### src/rtl/htbp_pkg.sv
`timescale 1ns / 1ps
`default_nettype none
// ----------------------------------------------------------------------------
// htbp_pkg
// Shared types, constants and the hex digit classifier for the hex text to
// bitset parser.
// ----------------------------------------------------------------------------
package htbp_pkg;

    localparam int CH_W    = 8;
    localparam int COUNT_W = 7;
    localparam int SET_W   = 64;

    // Header/body separator character
    localparam logic [CH_W-1:0] CH_SEP = 8'h3A;

    // Parser phase codes
    localparam logic [1:0] PH_HEADER = 2'd0;
    localparam logic [1:0] PH_BODY   = 2'd1;
    localparam logic [1:0] PH_ERROR  = 2'd2;

    typedef struct packed {
        logic       is_hex;
        logic [3:0] val;
    } t_hex;

    // Classify one character as a hex digit and give its value
    function automatic t_hex hex_decode(input logic [CH_W-1:0] c);
        t_hex h;
        logic [CH_W-1:0] d;
        h = '0;
        d = '0;
        if (c inside {[8'h30:8'h39]}) begin
            d = c - 8'h30;
            h.is_hex = 1'b1;
            h.val = d[3:0];
        end else if (c inside {[8'h41:8'h46]}) begin
            d = c - 8'h37;
            h.is_hex = 1'b1;
            h.val = d[3:0];
        end else if (c inside {[8'h61:8'h66]}) begin
            d = c - 8'h57;
            h.is_hex = 1'b1;
            h.val = d[3:0];
        end
        return h;
    endfunction

endpackage
`default_nettype wire

### src/rtl/hex_text_to_bitset_parser.sv
`timescale 1ns / 1ps
`default_nettype none
// Output: a result appears on the output register in the cycle after the
//   character marked last is accepted.
// Throughput: one character per cycle; the output register decouples the
//   sides, so input stalls only while a result waits and is not taken.
// Reset (synchronous, active low): parser returns to the header phase with
//   cleared count, overflow flag and set, and the output register empties.
// ----------------------------------------------------------------------------
// hex_text_to_bitset_parser
// Parses "count:bits" text one character per cycle (stalled while a result
// waits untaken) into a process count and a set vector masked below the count.
// ----------------------------------------------------------------------------
module hex_text_to_bitset_parser
    import htbp_pkg::*;
#(
    parameter int MAX_PROCS = 64
) (
    input  wire logic               i_clk,
    input  wire logic               i_rst_n,
    // character channel
    input  wire logic               i_in_valid,
    output logic                    o_in_ready,
    input  wire logic [CH_W-1:0]    i_ch,
    input  wire logic               i_last,
    // result channel
    output logic                    o_out_valid,
    input  wire logic               i_out_ready,
    output logic                    o_ok,
    output logic [COUNT_W-1:0]      o_proc_count,
    output logic [SET_W-1:0]        o_members
);

    localparam int NEXT_W = COUNT_W + 4;

    // parser state
    logic [1:0]         r_phase,    n_phase;
    logic [COUNT_W-1:0] r_count,    n_count;
    logic               r_ovf,      n_ovf;
    logic [SET_W-1:0]   r_bits,     n_bits;

    // result register
    logic               r_out_valid;
    logic               r_ok;
    logic [COUNT_W-1:0] r_proc_count;
    logic [SET_W-1:0]   r_members;

    logic               in_acc;
    t_hex               hx;
    logic [NEXT_W-1:0]  count_next;
    logic               good;
    logic [SET_W-1:0]   mask;

    assign o_in_ready = !r_out_valid || i_out_ready;
    assign in_acc     = i_in_valid && o_in_ready;
    assign hx         = hex_decode(i_ch);
    assign count_next = {r_count, 4'h0} + NEXT_W'(hx.val);

    // next state for one character
    always_comb begin
        n_phase = r_phase;
        n_count = r_count;
        n_ovf   = r_ovf;
        n_bits  = r_bits;
        case (r_phase)
            PH_HEADER: begin
                if (i_ch == CH_SEP) begin
                    n_phase = PH_BODY;
                end else if (hx.is_hex) begin
                    if (r_ovf || (count_next > NEXT_W'(MAX_PROCS))) begin
                        n_ovf = 1'b1;
                    end
                    n_count = count_next[COUNT_W-1:0];
                end else begin
                    n_phase = PH_ERROR;
                end
            end
            PH_BODY: begin
                if (hx.is_hex) begin
                    n_bits = {r_bits[SET_W-5:0], hx.val};
                end else begin
                    n_phase = PH_ERROR;
                end
            end
            default: begin
                n_phase = PH_ERROR;
            end
        endcase
    end

    // final check and mask of positions at or above the count
    assign good = (n_phase == PH_BODY) && (n_count != '0) && !n_ovf;

    always_comb begin
        for (int i = 0; i < SET_W; i++) begin
            mask[i] = (COUNT_W'(i) < n_count);
        end
    end

    // parser state registers; cleared after the last character
    always_ff @(posedge i_clk) begin
        if (!i_rst_n) begin
            r_phase <= PH_HEADER;
            r_count <= '0;
            r_ovf   <= 1'b0;
            r_bits  <= '0;
        end else if (in_acc) begin
            if (i_last) begin
                r_phase <= PH_HEADER;
                r_count <= '0;
                r_ovf   <= 1'b0;
                r_bits  <= '0;
            end else begin
                r_phase <= n_phase;
                r_count <= n_count;
                r_ovf   <= n_ovf;
                r_bits  <= n_bits;
            end
        end
    end

    // output register control
    always_ff @(posedge i_clk) begin
        if (!i_rst_n) begin
            r_out_valid <= 1'b0;
        end else if (in_acc && i_last) begin
            r_out_valid <= 1'b1;
        end else if (i_out_ready) begin
            r_out_valid <= 1'b0;
        end
    end

    // output payload
    always_ff @(posedge i_clk) begin
        if (in_acc && i_last) begin
            r_ok         <= good;
            r_proc_count <= good ? n_count : '0;
            r_members    <= good ? (n_bits & mask) : '0;
        end
    end

    assign o_out_valid  = r_out_valid;
    assign o_ok         = r_ok;
    assign o_proc_count = r_proc_count;
    assign o_members    = r_members;

    // checks
    a_err_zero: assert property (@(posedge i_clk) disable iff (!i_rst_n)
        (r_out_valid && !r_ok) |-> (r_proc_count == '0 && r_members == '0))
        else $error("error result carries nonzero payload");

    a_count_range: assert property (@(posedge i_clk) disable iff (!i_rst_n)
        (r_out_valid && r_ok) |->
            (r_proc_count != '0 && r_proc_count <= COUNT_W'(MAX_PROCS)))
        else $error("accepted result has count out of range");

    a_last_result: assert property (@(posedge i_clk) disable iff (!i_rst_n)
        (in_acc && i_last) |=> r_out_valid)
        else $error("no result after last character");

    a_last_clears: assert property (@(posedge i_clk) disable iff (!i_rst_n)
        (in_acc && i_last) |=>
            (r_phase == PH_HEADER && r_count == '0 && !r_ovf && r_bits == '0))
        else $error("parser state not cleared after last character");

endmodule
`default_nettype wire

### config.mk
export PLATFORM = sky130hd
export DESIGN_NAME = hex_text_to_bitset_parser
export DESIGN_NICKNAME = d
export VERILOG_FILES = /design/src/rtl/htbp_pkg.sv /design/src/rtl/hex_text_to_bitset_parser.sv
export SDC_FILE = /design/constraint.sdc
export NUM_CORES = 1
export LEC_CHECK = 0
export ABC_CLOCK_PERIOD_IN_PS = 4100
export BUFFER_PORTS_ARGS = -buffer_cell sky130_fd_sc_hd__buf_2
export CAP_MARGIN = 0
export CORE_MARGIN = 2
export CORE_UTILIZATION = 51
export CTS_BUF_LIST = sky130_fd_sc_hd__clkbuf_8
export DETAILED_ROUTE_END_ITERATION = 8
export PLACE_DENSITY = 0.75
export SYNTH_ARGS = -nofsm -noshare
export SYNTH_HDL_FRONTEND = slang
export SYNTH_SLANG_ARGS = --single-unit
### constraint.sdc
create_clock -name i_clk -period 4.1 [get_ports i_clk]
set_input_delay 0.205 -clock i_clk [delete_from_list [all_inputs] [get_ports i_clk]]
set_output_delay 0.205 -clock i_clk [all_outputs]
set_load 0.01 [all_outputs]
==> results of run 1 <==
metrics by stage:
| step | instances | setup slack [ns] |
|---|---|---|
| global placement | 868 | 0.757 |
| global route | 900 | 0.975 |
| finish | 900 | 1.07 |
| CTS | 900 | 1.11 |
| detailed placement | 868 | 0.666 |
| floorplan | 636 | 1.16 |
power breakdown:
part / switching [mW] / internal, mW / total, mW
clock: 0.557 / 0.595 / 1.15
sequential: 0.00927 / 1.56 / 1.57
combinational: 0.120 / 0.0597 / 0.180
total: 0.687 / 2.22 / 2.91
cell families after synthesis:
| family | share of synthesized area |
|---|---|
| DFF | 0.529 |
| muxes | 0.0846 |
| adders and majority gates | 0.00723 |
| and+or+nand+nor | 0.139 |
| AOI/OAI and AO/OA | 0.207 |
| buffers and inverters | 0.0327 |
cells in the mapped netlist, types with 8 or more instances:
master	instances
a22oi_1	65
inv_1	8
nor2_1	30
dfxtp_1	75
nand2_1	38
nor2b_1	74
a211oi_1	54
a21oi_1	28
mux2i_1	54
edfxtp_1	72
clkbuf_1	40
area by class of cell:
type / count / area (um2) / share of cell area
clock inverters: 15 / 165 / 0.0208
clock buffers: 17 / 234 / 0.0295
multi-input cells: 434 / 3060 / 0.386
flip-flops and latches: 147 / 3660 / 0.462
well taps: 176 / 220 / 0.0278
repair buffers: 103 / 558 / 0.0703
inverters: 8 / 30.0 / 0.00378
registers in the layout, indices dropped and copies added, names as in the netlist:
name          count
o_members        64
r_bits           64
o_proc_count      7
r_count           7
r_phase           2
o_ok              1
o_out_valid       1
r_ovf             1
final timing paths:
path         slack [ns]             to  cells past startpoint   startpoint
max                1.07  o_members[13]                      8      i_ch[3]
min                0.09    o_out_valid                      3  i_out_ready
max reg2reg        1.23  o_members[13]                      6   r_count[3]
min reg2reg        0.53     r_bits[62]                      2   r_bits[62]
tightest hold or removal path: cells and delay by family:
kind / cells / cell delay, ns
simple gates: 1 / 0.14
compound gates: 1 / 0.09
buf+inv: 1 / 0.07
per-layer routing:
| layer | global-route usage | wire (um) | part of all wire |
|---|---|---|---|
| met1 | 0.341 | 7800 | 0.43 |
| met2 | 0.401 | 8500 | 0.47 |
| met3 | 0.0533 | 1240 | 0.068 |
| met4 | 0.0981 | 511 | 0.028 |
| met5 | 0 | 0 | 0 |
==> key figures, run 1 <==
Status
  • Status: finished clean

Detailed routing
  • Avg Vias per Cell: 6.17
  • WL final: 18100 um
  • WL/cell: 20.1 um
  • Drt pass-1 iters: 6
  • DR DRC count: 0
  • Routed via count: 5554
  • Final antenna-violating net count: 0
  • DR iter-0 viols: 659

Logic synthesis
  • Ys Warns: 0
  • Post-synth EDFFs: 72
  • Mean post-synth cell area: 10.9 um2
  • Synthesized flop and latch total: 147
  • Post-Synthesis Cell Area: 0.00692 mm2
  • Area share of the largest cell type after synthesis: 0.312
  • Biggest area consumer among synthesized cells: edfxtp_1
  • Asr flop ratio synth: 0
  • Yosys cell types: 59
  • Top_reg_cell synth: dfxtp_1
  • Top post-synthesis cells by area: edfxtp_1, dfxtp_1, mux2i_1
  • Synth Net Count: 653
  • Post-synthesis cell count: 636
  • Sequential share of the synthesized area: 0.529

Worst setup path
  • Worst-path fanout max: 23
  • Worst path slowest cell: or4b_1
  • Critical Path End Type: flop
  • CP startpoint kind: primary input
  • Buffers & Inverters on Critical Path: 2
  • Crit path required time: 4.32 ns
  • CP Class: primary input to flop
  • WP data arrival: 3.25 ns
  • Cell family with most CP delay: compound AO/OA/AOI/OAI gates
  • Crit path cell chain: buf_2 -> or4b_1 -> a311o_1 -> a21oi_2 -> buf_4 -> mux2_2 -> or3_1 -> a2111oi_0
  • CP peak stage delay: 0.57 ns

Power and ir drop
  • P_leak: 2.79 nW
  • Worst VDD drop: 0.173 mV
  • PwrDens: 366 mW/mm2
  • Overall power: 2.91 mW

Timing
  • Final Hold Fails: 0
  • Fin crit period: 3.03 ns
  • WHS: 0.0888 ns
  • Max-slew violations: 0
  • Skew final: 0.0134 ns
  • RSZ-0062 raised after global routing: false
  • Setup tns final: 0 ns
  • Max Fclk: 330 MHz
  • Worst-Margin Slew: 0.974 ns
  • Period utilization: 0.740
  • Setup violations, final: 0
  • Slew HR: 0.346

Global routing
  • GRT Overall Usage: 0.253
  • Initial antenna violation count: 0
  • First-pass GRT wire length: 28300 um
  • Number of global-route vias before repair: 5239
  • Largest net degree at the start of global routing: 76
  • GRT overflow: 0

Layout
  • Post-route cell area: 0.00793 mm2
  • Synthesis-to-finish area growth: 14.6%
  • Layout cell share with drive strength beyond 1: 0.210
  • Commonest non-fill, non-tap cell in the layout: buf_2
  • Nets: 728
  • Util after Layout: 0.599
  • Most frequent cells in the layout: buf_2, dfxtp_1, nor2b_1
  • Ant. Diodes: 0
  • Fillers: 1096

Placed design
  • Gpl congestion: 0.904
  • Port buffer count: 86
  • DP Area: 0.00753 mm2
  • Hpwl dp: 11400 um

CTS
  • Worst-Skew Late Latency: 0.46 ns
  • H-tree Lvls: 4
  • Clock slew at reported path FFs: 0.08 ns
  • CTS tree: built
  • Root buffer selected by CTS: clkbuf_8
  • # clock sinks: 147
  • Post-CTS sizing: 0
  • CTS Buffer Depth: 2
  • Hold-fix buffers at CTS: 0
  • Total CTS buffers: 17
  • Post-CTS Setup Inserts: 0

Floorplan
  • Die Y-Extent: 121 um
  • Die Area: 0.0145 mm2
  • Std cell rows: 42
  • Starting Density: 0.523
  • Die Span X: 121 um
  • IO Pins: 87
  • Core box area: 0.0132 mm2

Job
  • Max-cap violations: 0

Min path
  • Hold WC Path Type: primary input to flop
Note: power is estimated with default switching activity, not from simulation.
==> run 2, diff against run 1 <==
--- a/config.mk
+++ b/config.mk
@@ -5,7 +5,7 @@
 export SDC_FILE = /design/constraint.sdc
 export NUM_CORES = 1
 export LEC_CHECK = 0
-export ABC_CLOCK_PERIOD_IN_PS = 4100
+export ABC_CLOCK_PERIOD_IN_PS = 2900
 export BUFFER_PORTS_ARGS = -buffer_cell sky130_fd_sc_hd__buf_2
 export CAP_MARGIN = 0
 export CORE_MARGIN = 2
==> constraint.sdc (replaced) <==
create_clock -name i_clk -period 2.9 [get_ports i_clk]
set_input_delay 0.145 -clock i_clk [delete_from_list [all_inputs] [get_ports i_clk]]
set_output_delay 0.145 -clock i_clk [all_outputs]
set_load 0.01 [all_outputs]
==> run 2 against run 1 <==
Sequential power rose by 42%. First-iteration DRC count fell by 3.0%. Sequential cell count did not move. Final cell count rose by 3.9%. Critical path type unchanged.
==> key figures, run 2 (same netlist as run 1, synthesis figures left out) <==
CTS
  • CTS Buffer Depth: 2 (unchanged)
  • Worst-Skew Late Latency: 0.46 ns (about the same)
  • CTS tree: built (unchanged)
  • H-tree Lvls: 4 (unchanged)
  • Root buffer selected by CTS: clkbuf_8 (unchanged)
  • Clock slew at reported path FFs: 0.08 ns (about the same)
  • Post-CTS Setup Inserts: 0 (unchanged)
  • Hold-fix buffers at CTS: 0 (unchanged)
  • # clock sinks: 147 (unchanged)
  • Post-CTS sizing: 0 (unchanged)
  • Total CTS buffers: 17 (unchanged)

Floorplan
  • Die Area: 0.0145 mm2 (unchanged)
  • Die Y-Extent: 121 um (unchanged)
  • Core box area: 0.0132 mm2 (unchanged)
  • IO Pins: 87 (unchanged)
  • Starting Density: 0.523 (unchanged)
  • Std cell rows: 42 (unchanged)
  • Die Span X: 121 um (unchanged)

Worst setup path
  • RR Startpoint: r_count[6] (was r_count[3])
  • Critical Path End Type: flop (unchanged)
  • Reg2Reg Depth: 7 (was 6)
  • Worst-path fanout max: 12 (was 23)
  • WP data arrival: 2.86 ns (was 3.25 ns)
  • Flop2flop setup slack: 0.36 ns (was 1.23 ns)
  • CP startpoint kind: primary input (unchanged)
  • Crit path required time: 3.15 ns (was 4.32 ns)
  • R2R Path End: o_members[43] (was o_members[13])
  • CP Class: primary input to flop (unchanged)

Detailed routing
  • WL final: 18100 um (about the same)
  • DR DRC count: 0 (unchanged)
  • Routed via count: 5618 (was 5554)
  • WL/cell: 19.3 um (was 20.1 um)
  • Drt pass-1 iters: 7 (was 6)
  • DR iter-0 viols: 639 (was 659)
  • Avg Vias per Cell: 6.01 (was 6.17)
  • Final antenna-violating net count: 0 (unchanged)

Layout
  • Most frequent cells in the layout: buf_2, dfxtp_1, nor2b_1 (unchanged)
  • Layout cell share with drive strength beyond 1: 0.242 (was 0.210)
  • Util after Layout: 0.623 (was 0.599)
  • Nets: 763 (was 728)
  • Synthesis-to-finish area growth: 19.3% (was 14.6%)
  • Commonest non-fill, non-tap cell in the layout: buf_2 (unchanged)
  • Ant. Diodes: 0 (unchanged)

Global routing
  • Largest net degree at the start of global routing: 73 (was 76)
  • First-pass GRT wire length: 28800 um (was 28300 um)
  • GRT Overall Usage: 0.259 (was 0.253)
  • GRT overflow: 0 (unchanged)
  • Number of global-route vias before repair: 5403 (was 5239)
  • Initial antenna violation count: 0 (unchanged)

Timing
  • Skew final: 0.0136 ns (was 0.0134 ns)
  • Final Hold Fails: 0 (unchanged)
  • RSZ-0062 raised after global routing: false (unchanged)
  • Slew HR: 0.337 (was 0.346)
  • Max Fclk: 382 MHz
  • Setup violations, final: 0 (unchanged)
  • Max-slew violations: 0 (unchanged)
  • Fin crit period: 2.62 ns
  • WHS: 0.0479 ns (was 0.0888 ns)
  • Worst-Margin Slew: 0.990 ns (was 0.974 ns)
  • Period utilization: 0.903

Min path
  • Sink of the worst hold path: o_out_valid (unchanged)
  • Hold Crit Start: i_out_ready (unchanged)
  • Hold WC Path Type: primary input to flop (unchanged)
  • Hold depth: 3 (unchanged)

Power and ir drop
  • Worst VDD drop: 0.323 mV (was 0.173 mV)
  • PwrDens: 497 mW/mm2 (was 366 mW/mm2)
  • P_leak: 2.99 nW (was 2.79 nW)

Placed design
  • Hpwl dp: 11900 um (was 11400 um)
  • Port buffer count: 86 (unchanged)
  • Gpl congestion: 0.923 (was 0.904)

Job
  • Max-cap violations: 0 (unchanged)

Status
  • Status: finished clean (unchanged)
-- run 2: cell count changes in the layout (fill, tap and decap cells not counted), sizes merged --
| cell | previous run | this run |
|---|---|---|
| clkbuf | 17 | 18 |
| inv | 12 | 13 |
| buf | 103 | 138 |
| clkinvlp | 3 | 1 |
-- run 2: cell type report --
type / count / area, um2
Inverter: 8 / 30.0
Fill cell: 1089 / 4990
Multi-Input combinational cell: 434 / 3060
Timing Repair Buffer: 138 / 883
Sequential cell: 147 / 3660
Clock buffer: 18 / 248
Clock inverter: 14 / 148
Tap cell: 176 / 220
-- run 2: metal layers --
metal,GRT usage,part of all wire
met4,0.112,0.023
met3,0.0453,0.061
met2,0.409,0.48
met1,0.350,0.44
met5,0,0
-- run 2: worst max path at each step --
stage	startpoint	end	slack [ns]	depth (start not counted)
floorplan	i_ch[0]	o_members[13]	0.02	10
global placement	i_ch[7]	o_members[9]	0.002	8
detailed placement	i_ch[0]	o_members[43]	-0.14	10
CTS	i_ch[0]	o_members[43]	0.34	10
global route	r_count[5]	o_members[53]	0.06	7
finish	i_ch[0]	o_members[43]	0.28	10
-- run 2: stage by stage --
step                      setup slack [ns]  std cells  setup TNS (ns)  power (mW)  instance area (um2)
after floorplan                     0.0180        636               0        2.42                 6920
after global placement             0.00210        903               0        2.54                 7860
after detailed placement            -0.136        903          -0.342        2.54                 7860
after CTS                            0.345        935               0        4.12                 8260
after global routing                0.0559        935               0        4.22                 8260
final                                0.283        935               0        4.10                 8260
-- run 2: power by group --
group          internal (mW)  switching [mW]  total, mW
clock                  0.855           0.748       1.60
combinational         0.0994           0.173      0.273
sequential              2.21          0.0140       2.23
-- run 2: worst max-delay path, cell delays in order --
cell and delay [ns]:
buf_2 0.16, inv_1 0.11, ha_1 0.22, nor3b_1 0.37
a311o_1 0.25, a21o_1 0.23, buf_4 0.24, mux2_2 0.37
nand3b_1 0.39, a2111oi_2 0.37
